--- src/rtl/mfld_pkg.sv ---
// shared types and constants for the monochrome framebuffer line drawer
// no dependencies
package mfld_pkg;

   localparam int SCREEN_WIDTH_DEF  = 128;
   localparam int SCREEN_HEIGHT_DEF = 64;
   localparam int PAGE_ROWS         = 8;
   localparam int IDX_W             = 14;
   localparam int ERR_W             = 11;

   localparam logic [7:0] FILL_ON  = 8'hFF;
   localparam logic [7:0] FILL_OFF = 8'h00;

   typedef enum logic [1:0] {
      KIND_PIXEL = 2'd0,
      KIND_LINE  = 2'd1,
      KIND_FILL  = 2'd2,
      KIND_READ  = 2'd3
   } kind_type;

   typedef enum logic [5:0] {
      ST_FILL      = 6'b000001,
      ST_IDLE      = 6'b000010,
      ST_PLOT_RD   = 6'b000100,
      ST_PLOT_WR   = 6'b001000,
      ST_READ_WAIT = 6'b010000,
      ST_DONE      = 6'b100000
   } state_type;

   typedef struct packed {
      logic load;
      logic step;
   } walk_ctl_type;

   typedef struct packed {
      logic [7:0] x;
      logic [7:0] y;
      logic       at_end;
   } walk_stat_type;

endpackage

--- src/rtl/mfld_line_walk.sv ---
// bresenham error-term stepper, one pixel per step
// depends on mfld_pkg
module mfld_line_walk (
   input  logic                   clock,
   input  mfld_pkg::walk_ctl_type ctl,
   input  logic [7:0]             load_x0,
   input  logic [7:0]             load_y0,
   input  logic [7:0]             load_x1,
   input  logic [7:0]             load_y1,
   output mfld_pkg::walk_stat_type stat
);

   localparam int EW = mfld_pkg::ERR_W;

   logic [7:0]           x_ff, x_in;
   logic [7:0]           y_ff, y_in;
   logic [7:0]           xe_ff, xe_in;
   logic [7:0]           ye_ff, ye_in;
   logic signed [EW-1:0] dx_ff, dx_in;
   logic signed [EW-1:0] dy_ff, dy_in;
   logic signed [EW-1:0] err_ff, err_in;
   logic                 sx_neg_ff, sx_neg_in;
   logic                 sy_neg_ff, sy_neg_in;

   logic [7:0]           adx;
   logic [7:0]           ady;
   logic signed [EW:0]   e2;
   logic signed [EW:0]   dx_ext;
   logic signed [EW:0]   dy_ext;
   logic                 go_x;
   logic                 go_y;

   assign adx    = (load_x1 > load_x0) ? load_x1 - load_x0 : load_x0 - load_x1;
   assign ady    = (load_y1 > load_y0) ? load_y1 - load_y0 : load_y0 - load_y1;
   assign e2     = {err_ff, 1'b0};
   assign dx_ext = (EW+1)'(dx_ff);
   assign dy_ext = (EW+1)'(dy_ff);
   assign go_x   = (e2 >= dy_ext);
   assign go_y   = (e2 <= dx_ext);

   always_comb begin
      x_in      = x_ff;
      y_in      = y_ff;
      xe_in     = xe_ff;
      ye_in     = ye_ff;
      dx_in     = dx_ff;
      dy_in     = dy_ff;
      err_in    = err_ff;
      sx_neg_in = sx_neg_ff;
      sy_neg_in = sy_neg_ff;
      if (ctl.load) begin
         x_in      = load_x0;
         y_in      = load_y0;
         xe_in     = load_x1;
         ye_in     = load_y1;
         dx_in     = $signed({{(EW-8){1'b0}}, adx});
         dy_in     = -$signed({{(EW-8){1'b0}}, ady});
         err_in    = $signed({{(EW-8){1'b0}}, adx}) - $signed({{(EW-8){1'b0}}, ady});
         sx_neg_in = !(load_x0 < load_x1);
         sy_neg_in = !(load_y0 < load_y1);
      end else if (ctl.step) begin
         err_in = err_ff + (go_x ? dy_ff : '0) + (go_y ? dx_ff : '0);
         if (go_x) begin
            x_in = sx_neg_ff ? x_ff - 8'd1 : x_ff + 8'd1;
         end
         if (go_y) begin
            y_in = sy_neg_ff ? y_ff - 8'd1 : y_ff + 8'd1;
         end
      end
   end

   always_ff @(posedge clock) begin
      x_ff      <= x_in;
      y_ff      <= y_in;
      xe_ff     <= xe_in;
      ye_ff     <= ye_in;
      dx_ff     <= dx_in;
      dy_ff     <= dy_in;
      err_ff    <= err_in;
      sx_neg_ff <= sx_neg_in;
      sy_neg_ff <= sy_neg_in;
   end

   assign stat.x      = x_ff;
   assign stat.y      = y_ff;
   assign stat.at_end = (x_ff == xe_ff) && (y_ff == ye_ff);

endmodule

--- config.mk ---
export PLATFORM = sky130hd
export DESIGN_NAME = mfld_line_walk
export DESIGN_NICKNAME = d
export VERILOG_FILES = /design/src/rtl/mfld_pkg.sv /design/src/rtl/mfld_line_walk.sv
export SDC_FILE = /design/constraint.sdc
export NUM_CORES = 1
export LEC_CHECK = 0
export ABC_AREA = 1
export BUFFER_PORTS_ARGS = -buffer_cell sky130_fd_sc_hd__buf_2
export CORE_UTILIZATION = 30
export CTS_BUF_LIST = sky130_fd_sc_hd__clkbuf_4
export DETAILED_ROUTE_END_ITERATION = 10
export GPL_TIMING_DRIVEN = 1
export PLACE_DENSITY = 0.54
export REMOVE_ABC_BUFFERS = 1
export SLEW_MARGIN = 20
export SYNTH_ARGS = -nofsm -noshare
export SYNTH_HDL_FRONTEND = slang
export SYNTH_SLANG_ARGS = --single-unit
export TNS_END_PERCENT = 5
--- constraint.sdc ---
create_clock -name clock -period 7.15 [get_ports clock]
set_input_delay 1.43 -clock clock [delete_from_list [all_inputs] [get_ports clock]]
set_output_delay 1.43 -clock clock [all_outputs]
set_load 0.1 [all_outputs]
==> After elaboration in Yosys (flattened, before gate mapping) <==
Index checks and enable logic that the tools add are counted.
{ "word_totals": {"wordCells": 51, "regBits": 64, "out_inout_bits": 17, "in_bits": 35} }
{ "op_classes": {"n_mux": 14, "n_lt_le_gt_ge": 6, "n_addsub": 12, "eq_ne": 2, "n_reduce_logical": 8} }
{ "ops": {"columns": ["cell", "count"], "rows": [
  ["$mux 8", 11],
  ["$mux 11", 3],
  ["$sub 8x8->8", 4],
  ["$add 8x1->8 const B", 2],
  ["$eq 8x8->1", 2],
  ["$gt 8x8->1", 2],
  ["$lt 8x8->1", 2],
  ["$sub 8x1->8 const B", 2],
  ["$ge 12x11->1", 1],
  ["$le 12x9->1", 1],
  ["$add 11x11->11", 1],
  ["$add 11x8->11", 1],
  ["$neg 8->11", 1],
  ["$sub 8x8->9", 1],
  ["$reduce_bool 2->1", 3],
  ["$reduce_and 2->1", 2],
  ["$logic_not 1->1", 2],
  ["$logic_and 1x1->1", 1]
]} }

==> Depth between registers and ports, before layout <==
{ "logic_depth": {"depth_word": 6, "ltp_mapped": 24} }

==> Worst setup path after synthesis <==
No wires, ideal clock.
{ "synth_path": {"path_type": "register -> output", "start": "register y_ff[3]", "end": "output port stat[0] (netlist name)", "n_path_buf": 0, "t_arrival_ps": 4224, "slack_ps": 1496, "stages_incl_launch_ff": 5, "cell_sequence": "edfxtp_1 or2_2 nand3_1 nand3b_1 nor4_1"} }
{ "synth_rtl": {"columns": ["item", "line", "source"], "rows": [
  ["start: declaration", "mfld_line_walk.sv:16", "logic [7:0] y_ff, y_in;"],
  ["start signal: assignment", "mfld_line_walk.sv:74", "y_ff <= y_in;"],
  ["end: declaration", "mfld_line_walk.sv:10", "output mfld_pkg::walk_stat_type stat"]
]} }

==> Final worst setup path <==
{ "layout_path": {"start": "input port load_x1[0]", "end": "register err_ff[7], data pin"} }
{ "layout_via": {"elab_chain_cells": 4, "word_cells_on_any_way": 6, "classes_between": "add/sub (3); order compare (1); mux (2)"} }
{ "layout_lines": {"columns": ["item", "line", "source"], "rows": [
  ["start: declaration", "mfld_line_walk.sv:8", "input logic [7:0] load_x1,"],
  ["$sub 8x8->8 or $gt 8x8->1 (tied branches)", "mfld_line_walk.sv:33", "assign adx = (load_x1 > load_x0) ? load_x1 - load_x0 : load_x0 - load_x1;"],
  ["$mux 8 (*)", "mfld_line_walk.sv:33", null],
  ["named net adx[2]", "mfld_line_walk.sv:25", "logic [7:0] adx;"],
  ["$sub 8x8->9 (*)", "mfld_line_walk.sv:58", "err_in = $signed({{(EW-8){1'b0}}, adx}) - $signed({{(EW-8){1'b0}}, ady});"],
  ["$mux 11 (*)", "mfld_line_walk.sv:51", "if (ctl.load) begin"],
  ["named net err_in[7]", "mfld_line_walk.sv:21", "logic signed [EW-1:0] err_ff, err_in;"],
  ["end signal: assignment", "mfld_line_walk.sv:79", "err_ff <= err_in;"],
  ["end: declaration", "mfld_line_walk.sv:21", null]
]} }
The timed path passes the listed nets; every way through them passes the cells marked *.
A chain may end at the register's enable or synchronous reset.

==> impl_summary.md <==
Run status
The run finished with clean final reports.

Layout
The area growth from synthesis to layout is 11.6%. After the last flow step, the layout net total stands at ~970. The finished cells cover around 0.007 mm2. The post-route netlist has between 10% and 20% of its cells at a drive strength greater than 1. The post-route non-filler standard cell count is around 1100.

Synthesis
The largest area contributor in the synthesized netlist is sky130_fd_sc_hd__edfxtp_1. The share of synthesized flip-flops with an asynchronous set or reset is 0%. Counting every instance in the synthesized netlist gives approximately 800. The Yosys step of the flow raised 0 warnings. The flip-flop and latch count after synthesis is between 60 and 70. In this run the cell area of the synthesized design comes to around 0.0063 mm2. In this run, synthesis inferred 64 flip-flops with an integrated enable. Summing the sequential cell areas from Yosys gives 30.7% of the chip area. Ranked by total cell area, the synthesized netlist is headed by sky130_fd_sc_hd__edfxtp_1, sky130_fd_sc_hd__ha_1, sky130_fd_sc_hd__nand2_1.

The synthesized design devotes to its leading area cell type between 30% and 40% of total area. The primary flip-flop cell chosen by synthesis mapping is sky130_fd_sc_hd__edfxtp_1. The average cell area after synthesis is between 8 and 9 um2. Yosys mapped the design onto 38 distinct sky130hd cell types.

Drt
In the final routed layout, each cell accounts on average for between 10 and 15 um. In this run the top signal layer used is met4. Once detail routing completed, the nets flagged for antenna violations numbered 0. Wire segments on met2 add up to around 6800 um in the final route. The wire length on met1 is ~7200 um.

After the first detailed-routing iteration, the DRC count stood at 196. The routed via count divided by cell count is 4.55. The number of iterations in the first detailed-routing pass is 4. For this run, design rule violations remaining after detail routing come to 0. After detailed routing, the total wire length is 14800 um.

The wire length on met3 is 678 um. The via count of the routed design is 5058.

GRT
Summed over all layers, the global routing overflow is 0. The number of global-route vias before repair is approximately 5000. The number of antenna violations at the first check in global routing is 1. Global routing used 14.9% of the available tracks. The largest net degree at the start of global routing is 69. The wire length of the first global-routing pass is 25300 um.

Place
The pre-CTS setup slack is around 2.4 ns. The number of placed instances, taps included is 1095. Once placement finished, the instance area stood at between 0.006 and 0.007 mm2. The HPWL after detailed placement is between 10000 and 15000 um. Routability-driven placement finished with a final weighted congestion of around 0.84. In this run the tool buffered the top-level ports with 51 buffer cells.

Clocking
In this run, post-CTS repair resized a total of 0 instances. In this run the post-CTS setup repair buffer count came out at 0. The H-tree was split into 3 levels. The clock tree buffer depth is 2. The root buffer cell is sky130_fd_sc_hd__clkbuf_4.

The CTS sink count is 64. The TritonCTS buffer count is 9. The number of hold buffers added after CTS was 0. The clock reaches the later pin of the worst-skew pair after 0.43 ns. After clock tree synthesis, the clock-pin slew on the worst setup and hold paths is 0.10 ns. TritonCTS built the clock tree.

Timing
The maximum clock skew at final layout is between 0.01 and 0.015 ns. Based on the critical path, the design can be clocked at up to approximately 230 MHz. The sum of negative setup slack is 0 ns. Setup violations remaining at the end of the flow were counted as 0. The final count of pins violating max slew is 0.

The final critical path takes up roughly three fifths of the cycle. Setup repair after global routing left no endpoint under its margin. The worst path meets setup with around 2.7 ns of slack. For the pin with the worst max-slew slack, the measured transition is just under 1 ns. Hold is met by roughly 0.73 ns. Headroom to the max-slew limit came out at about a third. The number of hold violations in the final report was 0. Counting I/O delays and the setup requirement, the final critical path takes roughly 4.4 ns.

Setup path
The arrival time at the worst endpoint is approximately 4.6 ns. The type of the worst setup path is in -> reg. The startpoint type of the worst setup path is an input port. The largest stage delay on the critical path is about 0.37 ns. The cell that appears most often on the critical path is sky130_fd_sc_hd__inv_1. Walking the worst path, the cells encountered are buf_2, inv_1, ha_1, inv_1, fa_1, inv_1, o21ai_0, nand2_1, o211ai_1, nand2_2, nand2_1, o21ai_0, xor2_1, inv_1, ha_1, a21o_1, a31oi_1, inv_1, nand2_1, o211ai_1, o21ai_0, nand2_1.

The largest individual stage delay along the critical path comes from the cell sky130_fd_sc_hd__fa_1. Grouping stages by cell kind, the critical path spends the most delay in compound AO/OA/AOI/OAI gates. Of all nets on the critical path, the largest fanout is 10. In this run the worst setup path begins at load_x1[0]. The sort of element at the end of the critical path is a flip-flop.

The critical path data required time is roughly 7.3 ns. The worst register-to-register path begins at err_ff[10]. The number of buffers and inverters on the critical path is 6.

Die
From bottom edge to top edge, the die measures between 100 and 150 um. For this design the top-level I/O count stands at 52. The number of rows in the core area is 52. The core region area is ~0.020 mm2. The initial standard-cell utilization of the core is 30.7%.

In this run the horizontal extent of the chip is 146 um. The area of the die is between 0.02 and 0.025 mm2.

Power
Registers are responsible for between 20% and 30% of the overall power. The power per cell area is roughly 380 mW/mm2. In this run the power spent charging and discharging nets is ~1.3 mW. The cell-internal power is approximately 1.3 mW.

The cell leakage power is 3.54 nW. The combinational share of power is 64.0%. The share of power burned in the clock network is 11.0%. The maximum vdd drop is 270 uV. The switching power share of the total is 51.1%.

Min path
In this run the most critical hold path is launched from y_ff[0]. The path class of the lowest-slack min-delay path is reg -> reg.

Run
Across the run, the number of max-cap violations was 0.
worst reg2reg max path: cells and delay by family, from the launching register on:
kind,cells,cell delay (ns)
flip-flops,1,0.50
adder cells (fa/ha/maj),3,1.22
XOR/XNOR,1,0.16
AO/OA/AOI/OAI,4,0.67
AND/OR/NAND/NOR,10,1.03
buffers and inverters,2,0.38
power by group through the flow:
| stage | Clock, mW | Sequential, mW | Combinational, mW |
|---|---|---|---|
| 2_1_floorplan | 0 | 0.866 | 1.12 |
| 3_5_place_dp | 0 | 0.671 | 1.68 |
| 6_report | 0.289 | 0.658 | 1.68 |
| 4_1_cts | 0.300 | 0.662 | 1.69 |
| 3_3_place_gp | 0 | 0.671 | 1.67 |
| 5_1_grt | 0.314 | 0.674 | 1.94 |
registers in the layout (all words and copies together), names as in the netlist:
name	count
dy_ff	11
err_ff	11
dx_ff	8
x_ff	8
xe_ff	8
y_ff	8
ye_ff	8
sx_neg_ff	1
sy_neg_ff	1
cell type report:
type,instances,area [um2]
antenna,1,2.50
sequential,64,1920
clock inverter,4,68.8
tap,270,338
clock buffer,12,90.1
fill,2128,13400
timing repair buffer,53,270
inverter,146,551
multi-input combinational,562,3740
layout by cell type, fill, tap and decap left out, types with 2 or more instances in the layout:
cell type / n
sky130_fd_sc_hd__o21a_1: 3
sky130_fd_sc_hd__nand2_4: 4
sky130_fd_sc_hd__nand4_1: 14
sky130_fd_sc_hd__nor4_1: 2
sky130_fd_sc_hd__nand3b_1: 5
sky130_fd_sc_hd__a21oi_1: 51
sky130_fd_sc_hd__o21ai_0: 36
sky130_fd_sc_hd__xnor2_1: 20
sky130_fd_sc_hd__inv_1: 144
sky130_fd_sc_hd__o221ai_1: 2
sky130_fd_sc_hd__nand2_2: 11
sky130_fd_sc_hd__o22ai_1: 6
sky130_fd_sc_hd__a31oi_1: 3
sky130_fd_sc_hd__buf_4: 2
sky130_fd_sc_hd__a21o_1: 3
sky130_fd_sc_hd__nor2_4: 2
sky130_fd_sc_hd__fa_1: 16
sky130_fd_sc_hd__o21ai_2: 3
sky130_fd_sc_hd__nor3_1: 4
sky130_fd_sc_hd__nand3_1: 29
sky130_fd_sc_hd__clkinv_1: 2
sky130_fd_sc_hd__o211ai_1: 7
sky130_fd_sc_hd__edfxtp_1: 64
sky130_fd_sc_hd__ha_1: 82
sky130_fd_sc_hd__clkbuf_4: 12
sky130_fd_sc_hd__nand2_1: 187
sky130_fd_sc_hd__o21bai_1: 3
sky130_fd_sc_hd__nor2_1: 38
sky130_fd_sc_hd__buf_2: 51
sky130_fd_sc_hd__bufinv_16: 2
sky130_fd_sc_hd__xor2_1: 24
metal layers:
layer  GRT usage, %  vias to the layer above
met5              0                        -
met4           3.96                        0
met3           2.72                        7
met2           24.4                       89
met1           20.2                     2299
li1               -                     2663
synthesized netlist by cell type (3+ instances only):
cell and instances:
sky130_fd_sc_hd__o21ai_0 36, sky130_fd_sc_hd__ha_1 82, sky130_fd_sc_hd__nand2_2 11, sky130_fd_sc_hd__nand3_1 29, sky130_fd_sc_hd__o21a_1 3, sky130_fd_sc_hd__o21ai_2 3, sky130_fd_sc_hd__fa_1 16, sky130_fd_sc_hd__clkbuf_1 6
sky130_fd_sc_hd__xor2_1 24, sky130_fd_sc_hd__a21oi_1 51, sky130_fd_sc_hd__nand2_4 4, sky130_fd_sc_hd__o22ai_1 6, sky130_fd_sc_hd__o211ai_1 7, sky130_fd_sc_hd__buf_2 3, sky130_fd_sc_hd__edfxtp_1 64, sky130_fd_sc_hd__nand4_1 14
sky130_fd_sc_hd__xnor2_1 20, sky130_fd_sc_hd__o21bai_1 3, sky130_fd_sc_hd__a31oi_1 3, sky130_fd_sc_hd__a21o_1 3, sky130_fd_sc_hd__nand2_1 187, sky130_fd_sc_hd__nor3_1 4, sky130_fd_sc_hd__nor2_1 38, sky130_fd_sc_hd__inv_1 144
sky130_fd_sc_hd__nand3b_1 5
stage by stage:
stage | power (mW) | util [%]
after floorplan | 1.98 | -
after global placement | 2.34 | 33.5
after detailed placement | 2.35 | 33.5
after CTS | 2.66 | 34.3
after global routing | 2.93 | 34.3
final | 2.63 | 34.3
final timing paths:
kind	slack (ns)	to	depth (start not counted)
worst min register to register	0.73	y_ff[0]	1
worst max register to register	2.96	err_ff[8]	20
worst min-delay path	0.73	y_ff[0]	1
worst max-delay path	2.75	err_ff[7]	22
kinds of logic after synthesis:
group | count (synthesis) | share of synthesized area (%)
buffers and inverters | 156 | 9.52
XOR/XNOR | 44 | 6.16
multiplexers | 1 | 0.160
AND/OR/NAND/NOR | 301 | 21.3
adder cells (fa/ha/maj) | 98 | 21.5
flip-flops | 64 | 30.7
AO/OA/AOI/OAI | 118 | 10.6
Power figures use the tool's default switching activity.
